<file path="src/rtl/urah_pkg.sv">
// ----------------------------------------------------------------------------
// urah_pkg
// Shared types and constants of the rotate-add string hash.
// ----------------------------------------------------------------------------
package urah_pkg;

	localparam int unsigned HASH_W    = 32;
	localparam int unsigned BYTE_W    = 8;
	localparam int unsigned CFG_IDX_W = 8;
	localparam int unsigned HASH_ROT  = 19;

	localparam logic [BYTE_W-1:0] CH_NUL   = 8'h00;
	localparam logic [BYTE_W-1:0] CH_QUERY = 8'h3F;
	localparam logic [BYTE_W-1:0] CH_SLASH = 8'h2F;
	localparam logic [BYTE_W-1:0] CH_DOT   = 8'h2E;
	localparam logic [BYTE_W-1:0] CH_SPACE = 8'h20;
	localparam logic [BYTE_W-1:0] CH_TAB   = 8'h09;
	localparam logic [BYTE_W-1:0] CH_CR    = 8'h0D;

	localparam logic [CFG_IDX_W-1:0] REG_SEED       = 8'd0;
	localparam logic [CFG_IDX_W-1:0] REG_END_QUERY  = 8'd1;
	localparam logic [CFG_IDX_W-1:0] REG_TRIM_DOT   = 8'd2;
	localparam logic [CFG_IDX_W-1:0] REG_SKIP_SPACE = 8'd3;

	typedef struct packed {
		logic [HASH_W-1:0] seed;
		logic              end_on_query;
		logic              trim_dotted_tail;
		logic              skip_spaces;
	} cfg_t;

	typedef struct packed {
		logic [HASH_W-1:0] running_hash;
		logic [HASH_W-1:0] hash_before_slash;
		logic              slash_seen;
		logic              dot_after_slash;
		logic              query_stopped;
		logic              nul_seen;
	} hash_state_t;

	function automatic logic [HASH_W-1:0] rotl_hash(input logic [HASH_W-1:0] x);
		return {x[HASH_W-1-HASH_ROT:0], x[HASH_W-1:HASH_W-HASH_ROT]};
	endfunction

	function automatic logic is_white(input logic [BYTE_W-1:0] b);
		return (b == CH_SPACE) || ((b >= CH_TAB) && (b <= CH_CR));
	endfunction

endpackage

</file>
<file path="src/rtl/urah_cfg.sv">
// ----------------------------------------------------------------------------
// urah_cfg
// Configuration register file: seed and mode bits.
// ----------------------------------------------------------------------------
module urah_cfg (
	input  logic                           clk,
	input  logic                           arst_n,
	input  logic                           wr_en,
	input  logic [urah_pkg::CFG_IDX_W-1:0] wr_index,
	input  logic [urah_pkg::HASH_W-1:0]    wr_data,
	output urah_pkg::cfg_t                 cfg
);
	import urah_pkg::*;

	cfg_t cfg_q;

	always_ff @(posedge clk or negedge arst_n) begin
		if (!arst_n) begin
			cfg_q <= '0;
		end else if (wr_en) begin
			case (wr_index)
				REG_SEED:       cfg_q.seed             <= wr_data;
				REG_END_QUERY:  cfg_q.end_on_query     <= wr_data[0];
				REG_TRIM_DOT:   cfg_q.trim_dotted_tail <= wr_data[0];
				REG_SKIP_SPACE: cfg_q.skip_spaces      <= wr_data[0];
				default: ;
			endcase
		end
	end

	assign cfg = cfg_q;

endmodule

</file>
<file path="src/rtl/urah_step.sv">
// ----------------------------------------------------------------------------
// urah_step
// Per-byte update of the hash state and selection of the string result.
// ----------------------------------------------------------------------------
module urah_step (
	input  urah_pkg::cfg_t               cfg,
	input  urah_pkg::hash_state_t        cur,
	input  logic                         mid_string,
	input  logic [urah_pkg::BYTE_W-1:0]  text_byte,
	output urah_pkg::hash_state_t        nxt,
	output logic [urah_pkg::HASH_W-1:0]  result
);
	import urah_pkg::*;

	hash_state_t       base;
	logic              counted;
	logic [HASH_W-1:0] ext;

	always_comb begin
		if (mid_string) begin
			base = cur;
		end else begin
			base              = '0;
			base.running_hash = cfg.seed;
		end
	end

	assign counted = !base.query_stopped && !base.nul_seen &&
		!(cfg.skip_spaces && is_white(text_byte));
	assign ext = {{(HASH_W-BYTE_W){text_byte[BYTE_W-1]}}, text_byte};

	always_comb begin
		nxt = base;
		if (counted) begin
			if (text_byte == CH_NUL) begin
				nxt.nul_seen = 1'b1;
			end else if (cfg.end_on_query && (text_byte == CH_QUERY)) begin
				nxt.query_stopped = 1'b1;
			end else begin
				if (text_byte == CH_SLASH) begin
					nxt.hash_before_slash = base.running_hash;
					nxt.slash_seen        = 1'b1;
					nxt.dot_after_slash   = 1'b0;
				end else if ((text_byte == CH_DOT) && base.slash_seen) begin
					nxt.dot_after_slash = 1'b1;
				end
				nxt.running_hash = base.running_hash + rotl_hash(base.running_hash) + ext;
			end
		end
	end

	// trim mode is sampled on the final byte
	assign result = (cfg.trim_dotted_tail && !nxt.query_stopped && nxt.slash_seen &&
		nxt.dot_after_slash) ? nxt.hash_before_slash : nxt.running_hash;

endmodule

</file>
<file path="src/rtl/url_path_rotate_add_hash.sv">
// ----------------------------------------------------------------------------
// url_path_rotate_add_hash
// Rotate-add string hash over a byte stream with query, dot-trim and
// whitespace-skip modes. One item per cycle unless a waiting result is stalled,
// one result per string. The hash is registered and presented in the cycle after the final byte is accepted.
// Throughput: 1 item per cycle; in_ready drops only while a result waits.
// Reset: asynchronous, active low; registers clear to 0, no result pending.
// ----------------------------------------------------------------------------
module url_path_rotate_add_hash (
	input  logic                           clk,
	input  logic                           arst_n,
	input  logic                           in_valid,
	output logic                           in_ready,
	input  logic [urah_pkg::BYTE_W-1:0]    text_byte,
	input  logic                           is_last,
	output logic                           out_valid,
	input  logic                           out_ready,
	output logic [urah_pkg::HASH_W-1:0]    hash_value,
	input  logic                           cfg_valid,
	output logic                           cfg_ready,
	input  logic [urah_pkg::CFG_IDX_W-1:0] cfg_index,
	input  logic [urah_pkg::HASH_W-1:0]    cfg_data
);
	import urah_pkg::*;

	cfg_t              cfg;
	hash_state_t       state_q;
	hash_state_t       state_nxt;
	logic              mid_q;
	logic              out_valid_q;
	logic [HASH_W-1:0] hash_q;
	logic [HASH_W-1:0] result;
	logic              in_acc;

	assign cfg_ready = 1'b1;
	assign in_ready  = !out_valid_q || out_ready;
	assign in_acc    = in_valid && in_ready;

	urah_cfg u_cfg (
		.clk      (clk),
		.arst_n   (arst_n),
		.wr_en    (cfg_valid),
		.wr_index (cfg_index),
		.wr_data  (cfg_data),
		.cfg      (cfg)
	);

	urah_step u_step (
		.cfg        (cfg),
		.cur        (state_q),
		.mid_string (mid_q),
		.text_byte  (text_byte),
		.nxt        (state_nxt),
		.result     (result)
	);

	always_ff @(posedge clk or negedge arst_n) begin
		if (!arst_n) begin
			state_q     <= '0;
			mid_q       <= 1'b0;
			out_valid_q <= 1'b0;
		end else begin
			if (in_acc) begin
				state_q <= state_nxt;
				mid_q   <= !is_last;
			end
			if (in_acc && is_last) begin
				out_valid_q <= 1'b1;
			end else if (out_ready) begin
				out_valid_q <= 1'b0;
			end
		end
	end

	always_ff @(posedge clk or negedge arst_n) begin
		if (!arst_n) begin
			hash_q <= '0;
		end else if (in_acc && is_last) begin
			hash_q <= result;
		end
	end

	assign out_valid  = out_valid_q;
	assign hash_value = hash_q;

endmodule

</file>
<file path="config.mk">
export PLATFORM = sky130hd
export DESIGN_NAME = url_path_rotate_add_hash
export DESIGN_NICKNAME = d
export VERILOG_FILES = /design/src/rtl/urah_pkg.sv /design/src/rtl/urah_cfg.sv /design/src/rtl/urah_step.sv /design/src/rtl/url_path_rotate_add_hash.sv
export SDC_FILE = /design/constraint.sdc
export NUM_CORES = 1
export LEC_CHECK = 0
export BUFFER_PORTS_ARGS = -buffer_cell sky130_fd_sc_hd__buf_2
export CORE_MARGIN = 2
export CORE_UTILIZATION = 60
export CTS_CLUSTER_DIAMETER = 120
export CTS_CLUSTER_SIZE = 24
export DETAILED_ROUTE_END_ITERATION = 8
export PLACE_DENSITY = 0.82
export SLEW_MARGIN = 15
export SYNTH_ARGS = -nofsm -noshare
export SYNTH_HDL_FRONTEND = slang
export SYNTH_SLANG_ARGS = --single-unit
</file>
<file path="constraint.sdc">
create_clock -name clk -period 5.8 [get_ports clk]
set_clock_uncertainty 0.15 [all_clocks]
set_input_delay 0.29 -clock clk [delete_from_list [all_inputs] [get_ports clk]]
set_output_delay 0.29 -clock clk [all_outputs]
set_load 0.02 [all_outputs]
</file>
==> results of run 1 <==
[flip-flops by register name (all words and copies together), names as in the netlist]
register    flops
mid_q           1
hash_value     32
u_cfg.cfg      35
state_q        68
out_valid       1
[kinds of logic after synthesis]
kind of cell | after synthesis
simple gates | 272
compound gates | 267
flops | 137
mux | 107
buf+inv | 103
fa+ha+maj | 63
xor+xnor | 25
other cells | 1
[critical path, delay by kind of cell, from the launching register on]
kind	cells	cell delay (ns)
flip-flops	1	1.02
buffers and inverters	2	0.44
AO/OA/AOI/OAI	3	0.97
adder cells (fa/ha/maj)	2	0.96
AND/OR/NAND/NOR	4	0.67
multiplexers	2	0.82
[cell type report]
cell class              count  area [um^2]  share of cell area (%)
flip-flops and latches    137         3430                    32.5
repair buffers            132          872                    8.26
clock buffers              17          425                    4.03
clock inverters            15          161                    1.53
well taps                 188          235                    2.23
multi-input cells         735         5260                    49.9
inverters                  45          169                    1.60
[what timing repair did]
item	CTS	global route
setup endpoints to repair	0	0
endpoints found under the hold margin	129	0
gates resized for setup	0	0
hold buffers	32	0
buffers inserted	0	0
[through the flow]
step	util, %	worst slack, ns	hold slack [ns]	cells
2_1_floorplan	-	1.39	-0.156	975
3_3_place_gp	64.2	0.631	0.303	1205
3_5_place_dp	64.2	0.668	0.300	1205
4_1_cts	70.2	0.659	0.0445	1269
5_1_grt	70.2	0.321	0.0519	1269
6_report	70.2	0.615	0.0478	1269
[how the worst max path moves through the flow]
stage	end	slack [ns]
final	hash_value[31]$_DFFE_PN0P_	0.61
after global routing	hash_value[31]$_DFFE_PN0P_	0.32
after CTS	hash_value[31]$_DFFE_PN0P_	0.66
after detailed placement	hash_value[31]$_DFFE_PN0P_	0.67
after global placement	hash_value[31]$_DFFE_PN0P_	0.63
after floorplan	hash_value[31]$_DFFE_PN0P_	1.39
[layout by cell type, fill, tap and decap left out, types with 6 or more instances in the layout]
cell,Yosys,final
dfrtp_1,137,136
nand2_1,122,121
buf_2,13,86
o21ai_0,85,85
a21oi_1,64,64
nor2_1,61,61
mux2_2,56,56
mux2i_1,50,50
inv_1,45,45
a31oi_1,34,34
fa_1,32,32
dlygate4sd3_1,0,32
ha_1,31,31
nor3_1,18,18
clkbuf_16,0,17
a21o_1,16,16
o21ai_1,16,16
xnor2_1,13,13
nand3_1,12,12
xor2_1,12,12
buf_4,2,12
nand4_1,9,9
nor2b_1,8,8
nand2b_1,7,7
and2_1,7,7
and3_1,6,6
[power by group]
group          internal [mW]  switching (mW)
combinational           1.49            2.51
sequential              1.21           0.154
clock                  0.609           0.469
total                   3.31            3.13
[per-layer routing]
| metal | wire length [um] | share of wire [%] | vias to the layer above | GRT usage (%) |
|---|---|---|---|---|
| met1 | 10900 | 40 | 3928 | 43.1 |
| li1 | - | - | 3657 | - |
| met4 | 1440 | 5.3 | 0 | 18.5 |
| met3 | 1810 | 6.6 | 91 | 6.49 |
| met5 | 0 | 0 | - | 0 |
| met2 | 13200 | 48 | 382 | 57.5 |
==> flow_summary.toml, run 1 <==
[run_status]
status = "complete, no violations"

[global_route]
grt_max_degree = 116
first_global_vias = 8023
track_usage_pct = 34.6
overflow = 0
grt_pass1_wl_um = 42600
antenna_found_initial = 0

[layout]
fin_area_mm2 = 0.0106
num_antenna_cells = 0
fin_nets = 1185
drive_gt1_share_pct = 18.3
area_growth_pct = 16.0
fillers = 1109

[sta]
hold_viol = 0
final.period_utilization_pct = 89.4
slew_violations = 0
slew_headroom_pct = 24.5
worst_pin_slew_ns = 1.13
fin_tns_setup_ns = 0
period_needed_ns = 5.19
setup_viol = 0
fmax_mhz = 193
rsz0062_at_grt = "false"

[routing]
num_vias = 8058
vias_per_cell = 6.35
drtIter0Drc = 820
firstDrtPassIters = 7
drc = 0
wl_per_cell_um = 21.5
antenna_left = 0
wirelength_um = 27300

[hold_path]
hold_class = "in -> reg"
min_to = "u_cfg.cfg[2]$_DFFE_PN0P_"
hold_start = "cfg_data[0]"
hold_depth = 2

[yosys]
synth.area.top_cells = "dfrtp_1 (38%), fa_1 (7.0%), mux2_2 (6.9%)"
syn_area_mm2 = 0.00910
yosys_warnings = 0
synth-edff-count = 0
yosys.area.top_type = "dfrtp_1"
synth_area_per_cell_um2 = 9.33
ys.flop_type = "dfrtp_1"
synth_seq_cells = 137
netlist_instances = 975
yosys.area_share.simple_pct = 13.9
synth_top_family_by_area = "compound AO/OA/AOI/OAI gates"
synth_top_area_share_pct = 37.7
synthMuxAreaShare_pct = 12.6
ys_seq_area_share_pct = 37.7
async_flop_share_pct = 100
synth_most_common_cell = "dfrtp_1"
yosysUniqueCellTypes = 69
synth_fp_nets = 1092
synthXorXnorAreaFrac_pct = 2.41
synth_adder_area_share_pct = 11.3
synth_compound_area_share_pct = 17.5
synth_common_cells = "dfrtp_1 (137), nand2_1 (122), o21ai_0 (85), a21oi_1 (64), nor2_1 (61)"

[floorplanning]
die_w_um = 127
die_h_um = 127
fp.coreArea_mm2 = 0.0150
die_area_mm2 = 0.0162
rows = 45
start_util_pct = 60.5
io_pins = 89

[place]
place_hpwl_um = 19300
placed_cell_area_mm2 = 0.00965
gp_congestion = 1.08
portBuffers = 87

[job]
maxCapViolations = 0

[worst_setup_path]
cp-start-kind = "register"
worstRegToRegCells = 13
critPathArrivalTime_ns = 5.32
cp_data_required_time_ns = 5.94
rrSetupSlack_ns = 0.61
crit_slowest_cell = "dfrtp_2"
crit_chain = "buf_12 > mux2i_1 > inv_1 > fa_1 > ha_1 > and3_1 > and2_1 > nand3_1 > a2111oi_1 > nor3_1 > o21ai_1 > mux2i_1 > o311ai_1"
crit_start = "mid_q$_DFFE_PN0P_"
crit_fanout = 42
r2r_start = "mid_q$_DFFE_PN0P_"
slowest_delay_ns = 1.02
path_class = "reg -> reg"
crit_top_cell = "mux2i_1"
rr_endpoint = "hash_value[31]$_DFFE_PN0P_"
end_kind = "register"

[clocking]
clk_pin_slew_ns = 0.07
cts_root_buffer = "clkbuf_16"
cts_tree = "yes"
numCtsBuffers = 17
cts.sinks = 137
clk_latency_ns = 0.43
htreeDepth = 4
cts.path.max_buffers = 2

[power]
powerDensity_mw_per_mm2 = 610
power.leakage_nw = 5.15
totalPowerFinal_mw = 6.44
peakVddDrop_uv = 324
No activity file was read; power rests on OpenSTA's default activity.
==> run 2, diff against run 1 <==
- CORE_ASPECT_RATIO: not set -> 0.75
==> flow_summary.toml, run 2 (synthesized netlist as in run 1, its figures left out) <==
[global_route]
first_global_vias = 8419
track_usage_pct = 36.6
antenna_found_initial = 0
grt_pass1_wl_um = 45800
grt_max_degree = 73
overflow = 0

[routing]
antenna_left = 0
wirelength_um = 28800
num_vias = 8249
firstDrtPassIters = 8
drc = 0
drtIter0Drc = 896
wl_per_cell_um = 22.4
vias_per_cell = 6.43

[clocking]
cts.sinks = 137
cts_tree = "yes"
clk_latency_ns = 0.43
cts_root_buffer = "clkbuf_16"
cts.path.max_buffers = 2
ctsResizeCount = 0
htreeDepth = 4
clk_pin_slew_ns = 0.06
numCtsBuffers = 17

[floorplanning]
start_util_pct = 62.1
die_area_mm2 = 0.0162
die_w_um = 146
io_pins = 89
die_h_um = 111
fp.coreArea_mm2 = 0.0146
rows = 38

[sta]
setup_viol = 0
worst_pin_slew_ns = 1.09
finalWorstSetupSlack_ns = 1.10
slew_violations = 0
hold_viol = 0
period_needed_ns = 4.70
slew_headroom_pct = 27.1
final.period_utilization_pct = 81.0
fmax_mhz = 213
rsz0062_at_grt = "false"
fin_tns_setup_ns = 0

[layout]
largest_reg_flops = 68
fillers = 1056
fin_nets = 1187
largest-register = "state_q"
finalNonFillerCells = 1283
area_growth_pct = 16.2
num_antenna_cells = 0
fin_area_mm2 = 0.0106
mostFrequentLayoutCells = "dfrtp_1 (136), nand2_1 (121), buf_2 (86)"
drive_gt1_share_pct = 18.5
final_common_cell = "dfrtp_1"

[place]
place_hpwl_um = 19800
portBuffers = 87
gp_congestion = 0.968
pre_cts_ws_ns = 1.27
placed_cell_area_mm2 = 0.00968
place_inst = 1219

[worst_setup_path]
crit_fanout = 22
cp-start-kind = "register"
end_kind = "register"
path_class = "reg -> reg"
critPathArrivalTime_ns = 4.81
cp_data_required_time_ns = 5.91

[power]
power.leakage_nw = 5.16
peakVddDrop_uv = 285
totalPowerFinal_mw = 6.54
powerDensity_mw_per_mm2 = 618

[job]
maxCapViolations = 0

[hold_path]
hold_class = "in -> reg"

[run_status]
status = "complete, no violations"
[run 2: per-layer routing]
metal,GRT usage (%),wire length (um),vias up
li1,-,-,3656
met1,48.5,11500,4015
met2,59.6,13500,504
met3,7.28,2720,74
met4,15.0,1070,0
met5,0,0,-
[run 2: worst paths after layout]
path,start,slack [ns],end,cells past startpoint
worst max-delay path,mid_q$_DFFE_PN0P_,1.10,hash_value[31]$_DFFE_PN0P_,14
worst min-delay path,cfg_data[0],0.005,u_cfg.cfg[0]$_DFFE_PN0P_,2
worst max register to register,mid_q$_DFFE_PN0P_,1.10,hash_value[31]$_DFFE_PN0P_,14
worst min register to register,state_q[34]$_DFFE_PN0P_,0.33,state_q[34]$_DFFE_PN0P_,2
max in group asynchronous,arst_n,3.84,mid_q$_DFFE_PN0P_,3
min in group asynchronous,arst_n,0.30,u_cfg.cfg[30]$_DFFE_PN0P_,2
[run 2: critical path, stage by stage (launching register included)]
cell,delay [ns]
dfrtp_2,0.40
buf_4,0.33
mux2_2,0.44
fa_1,0.52
ha_1,0.23
inv_1,0.07
fa_1,0.39
nand2b_1,0.19
a21oi_1,0.21
o211ai_1,0.25
a2111oi_1,0.61
nor3_1,0.12
o21ai_1,0.26
mux2i_1,0.23
o311ai_1,0.13
[run 2: power breakdown]
group / switching, mW / internal [mW] / leakage, nW / total, mW
Combinational: 2.60 / 1.50 / 3.10 / 4.10
Sequential: 0.151 / 1.21 / 1.78 / 1.36
Clock: 0.478 / 0.606 / 0.281 / 1.08
[run 2: layout make-up]
| class | instances | area [um^2] | share of cell area [%] |
|---|---|---|---|
| clock inverters | 15 | 156 | 1.48 |
| well taps | 200 | 250 | 2.37 |
| flip-flops and latches | 137 | 3430 | 32.4 |
| repair buffers | 134 | 887 | 8.38 |
| multi-input cells | 735 | 5260 | 49.7 |
| inverters | 45 | 169 | 1.60 |
| clock buffers | 17 | 425 | 4.02 |
[run 2: timing repair]
| action | CTS | global route |
|---|---|---|
| setup buffers | 0 | 0 |
| hold endpoints to repair | 102 | 0 |
| hold buffers | 32 | 0 |
| setup endpoints to repair | 0 | 0 |
[run 2: through the flow]
| stage | utilization, % | hold WS (ns) |
|---|---|---|
| 2_1_floorplan | - | -0.156 |
| 3_3_place_gp | 66.1 | 0.190 |
| 3_5_place_dp | 66.1 | 0.182 |
| 4_1_cts | 72.2 | 0.00624 |
| 5_1_grt | 72.2 | 0.0151 |
| 6_report | 72.2 | 0.00493 |
==> run 3, diff against run 2 <==
- ABC_AREA: not set -> 1
- CORE_UTILIZATION: 60 -> 56
- PLACE_DENSITY: 0.82 -> 0.79
- clock period: 5.8 -> 4.2 ns (I/O delays scaled with it)
==> flow_summary.toml, run 3 <==
[run_status]
status = "complete, no violations"

[worst_setup_path]
path_class = "reg -> reg"
rrSetupSlack_ns = 0.19
cp_data_required_time_ns = 4.37
worstRegToRegCells = 16
r2r_start = "mid_q$_DFFE_PN0P_"
crit_fanout = 24
critPathArrivalTime_ns = 4.18
cp_num_buf_inv = 3
end_kind = "register"
crit_chain = "buf_4 > o21ai_0 > inv_1 > fa_1 > ha_1 > nand2_1 > nor2_1 > inv_1 > nor3_1 > nand2_1 > nand3_1 > nand2_1 > nand2_1 > nand3_1 > nand2_1 > nand2_1"
crit_top_cell = "nand2_1"
rr_endpoint = "hash_value[27]$_DFFE_PN0P_"
crit_slowest_cell = "o21ai_0"
cp-start-kind = "register"
critPathTopFamily = "simple AND/OR/NAND/NOR gates"
slowest_delay_ns = 0.67

[yosys]
synth_adder_area_share_pct = 9.67
yosys.area_share.simple_pct = 34.1
synth_area_per_cell_um2 = 6.78
yosys.area.top_type = "dfrtp_1"
synth_top_area_share_pct = 32.2
synth_fp_nets = 1685
yosys_warnings = 0
synth-edff-count = 0
ys_seq_area_share_pct = 32.2
synthXorXnorAreaFrac_pct = 1.07
netlist_instances = 1568
synth_common_cells = "nand2_1 (545), inv_1 (227), nand3_1 (196), dfrtp_1 (137), o21ai_0 (128)"
ys.flop_type = "dfrtp_1"
yosysUniqueCellTypes = 40
async_flop_share_pct = 100
syn_area_mm2 = 0.0106
synth_compound_area_share_pct = 8.12
synth.area.top_cells = "dfrtp_1 (32%), nand2_1 (19%), nand3_1 (9.2%)"
synth_seq_cells = 137
synthMuxAreaShare_pct = 3.38
synth_most_common_cell = "nand2_1"
synth_top_family_by_area = "simple AND/OR/NAND/NOR gates"

[sta]
fin_tns_setup_ns = 0
hold_ws_ns = 0.0736
final.period_utilization_pct = 95.5
setup_viol = 0
period_needed_ns = 4.01
rsz0062_at_grt = "false"
worst_pin_slew_ns = 1.21
slew_violations = 0
hold_viol = 0
slew_headroom_pct = 19.1
fmax_mhz = 249

[power]
swShare_pct = 51.7
power_frac_clock_pct = 16.5
peakVddDrop_uv = 322
powerDensity_mw_per_mm2 = 770
p_int_mw = 4.53
power.leakage_nw = 6.75
p_sw_mw = 4.85
combPwrFrac_pct = 63.7
p_seq_share_pct = 19.7

[hold_path]
hold_start = "cfg_valid"
min_to = "u_cfg.cfg[2]$_DFFE_PN0P_"
hold_depth = 5
hold_class = "in -> reg"

[routing]
vias_per_cell = 5.67
wl_per_cell_um = 18.0
drtIter0Drc = 1286
drc = 0
antenna_left = 0
num_vias = 10900
wirelength_um = 34700
firstDrtPassIters = 7

[layout]
fillers = 1599
largest_reg_flops = 68
final_common_cell = "nand2_1"
num_antenna_cells = 0
fin_nets = 1779
drive_gt1_share_pct = 12.9
mostFrequentLayoutCells = "nand2_1 (544), inv_1 (224), nand3_1 (196)"
area_growth_pct = 14.6
largest-register = "state_q"

[clocking]
clk_pin_slew_ns = 0.06
cts.sinks = 137
cts_tree = "yes"
cts_root_buffer = "clkbuf_16"
cts.path.max_buffers = 2
htreeDepth = 4
numCtsBuffers = 17
clk_latency_ns = 0.42

[place]
place_hpwl_um = 24500
gp_congestion = 1.02
portBuffers = 87

[global_route]
grt_pass1_wl_um = 54400
grt_max_degree = 128
first_global_vias = 10300
track_usage_pct = 35.4
overflow = 0
antenna_found_initial = 0

[floorplanning]
rows = 43
start_util_pct = 57.3
die_h_um = 123
die_w_um = 163
die_area_mm2 = 0.0201
io_pins = 89
fp.coreArea_mm2 = 0.0186

[job]
maxCapViolations = 0
==> run 3: what timing repair did <==
action | CTS | global route
endpoints found under the hold margin | 142 | 0
setup endpoints to repair | 0 | 8
buffers inserted | 0 | 1
hold buffers | 35 | 0
resized for setup | 0 | 9
==> run 3: logic make-up after synthesis <==
group,count (synthesis)
other cells,1
xor+xnor,13
buf+inv,299
simple gates,854
compound gates,169
flops,137
mux,32
fa+ha+maj,63
==> run 3: cell type report <==
cell class              instances  area [um^2]  share of cell area (%)
clock inverters                12          166                    1.37
multi-input cells            1132         6020                    49.4
repair buffers                143          962                    7.90
clock buffers                  20          437                    3.58
well taps                     247          309                    2.54
inverters                     231          867                    7.11
flip-flops and latches        137         3430                    28.1
==> run 3: routing by layer <==
| metal | global-route usage (%) | wire, um |
|---|---|---|
| met1 | 47.6 | 14200 |
| met2 | 54.8 | 15000 |
| met3 | 8.69 | 3970 |
| met4 | 15.4 | 1490 |
| met5 | 0 | 0 |
==> run 3: power groups by stage <==
stage	registers, mW	logic, mW	clock network, mW
CTS	1.84	5.84	1.55
finish	1.85	5.98	1.55
global route	1.88	6.68	1.62
global placement	1.85	5.71	0
detailed placement	1.85	5.78	0
floorplan	1.99	3.84	0
==> run 3: worst reg2reg max path, delay by kind of cell, from the launching register on <==
| family | cells | cell delay [ns] |
|---|---|---|
| fa+ha+maj | 2 | 0.88 |
| compound gates | 1 | 0.68 |
| buf+inv | 3 | 0.63 |
| simple gates | 10 | 1.13 |
| flops | 1 | 0.43 |
==> run 3: worst max-delay path by stage <==
| stage | startpoint | end | slack [ns] | depth (start not counted) |
|---|---|---|---|---|
| 3_3_place_gp | mid_q$_DFFE_PN0P_ | hash_value[30]$_DFFE_PN0P_ | 0.30 | 20 |
| 5_1_grt | mid_q$_DFFE_PN0P_ | hash_value[27]$_DFFE_PN0P_ | 0.006 | 16 |
| 3_5_place_dp | mid_q$_DFFE_PN0P_ | hash_value[21]$_DFFE_PN0P_ | 0.31 | 19 |
| 6_report | mid_q$_DFFE_PN0P_ | hash_value[27]$_DFFE_PN0P_ | 0.19 | 16 |
| 2_1_floorplan | mid_q$_DFFE_PN0P_ | hash_value[29]$_DFFE_PN0P_ | 0.73 | 21 |
| 4_1_cts | mid_q$_DFFE_PN0P_ | hash_value[29]$_DFFE_PN0P_ | 0.29 | 19 |
==> run 3: metrics by stage <==
stage	setup WS [ns]	std cells	total power, mW	utilization, %	cell area, um^2
3_5_place_dp	0.311	1854	7.63	60.4	11200
2_1_floorplan	0.729	1568	5.83	-	10600
4_1_cts	0.293	1921	9.23	65.5	12200
5_1_grt	0.00597	1922	10.2	65.7	12200
3_3_place_gp	0.301	1854	7.57	60.4	11200
6_report	0.189	1922	9.39	65.7	12200
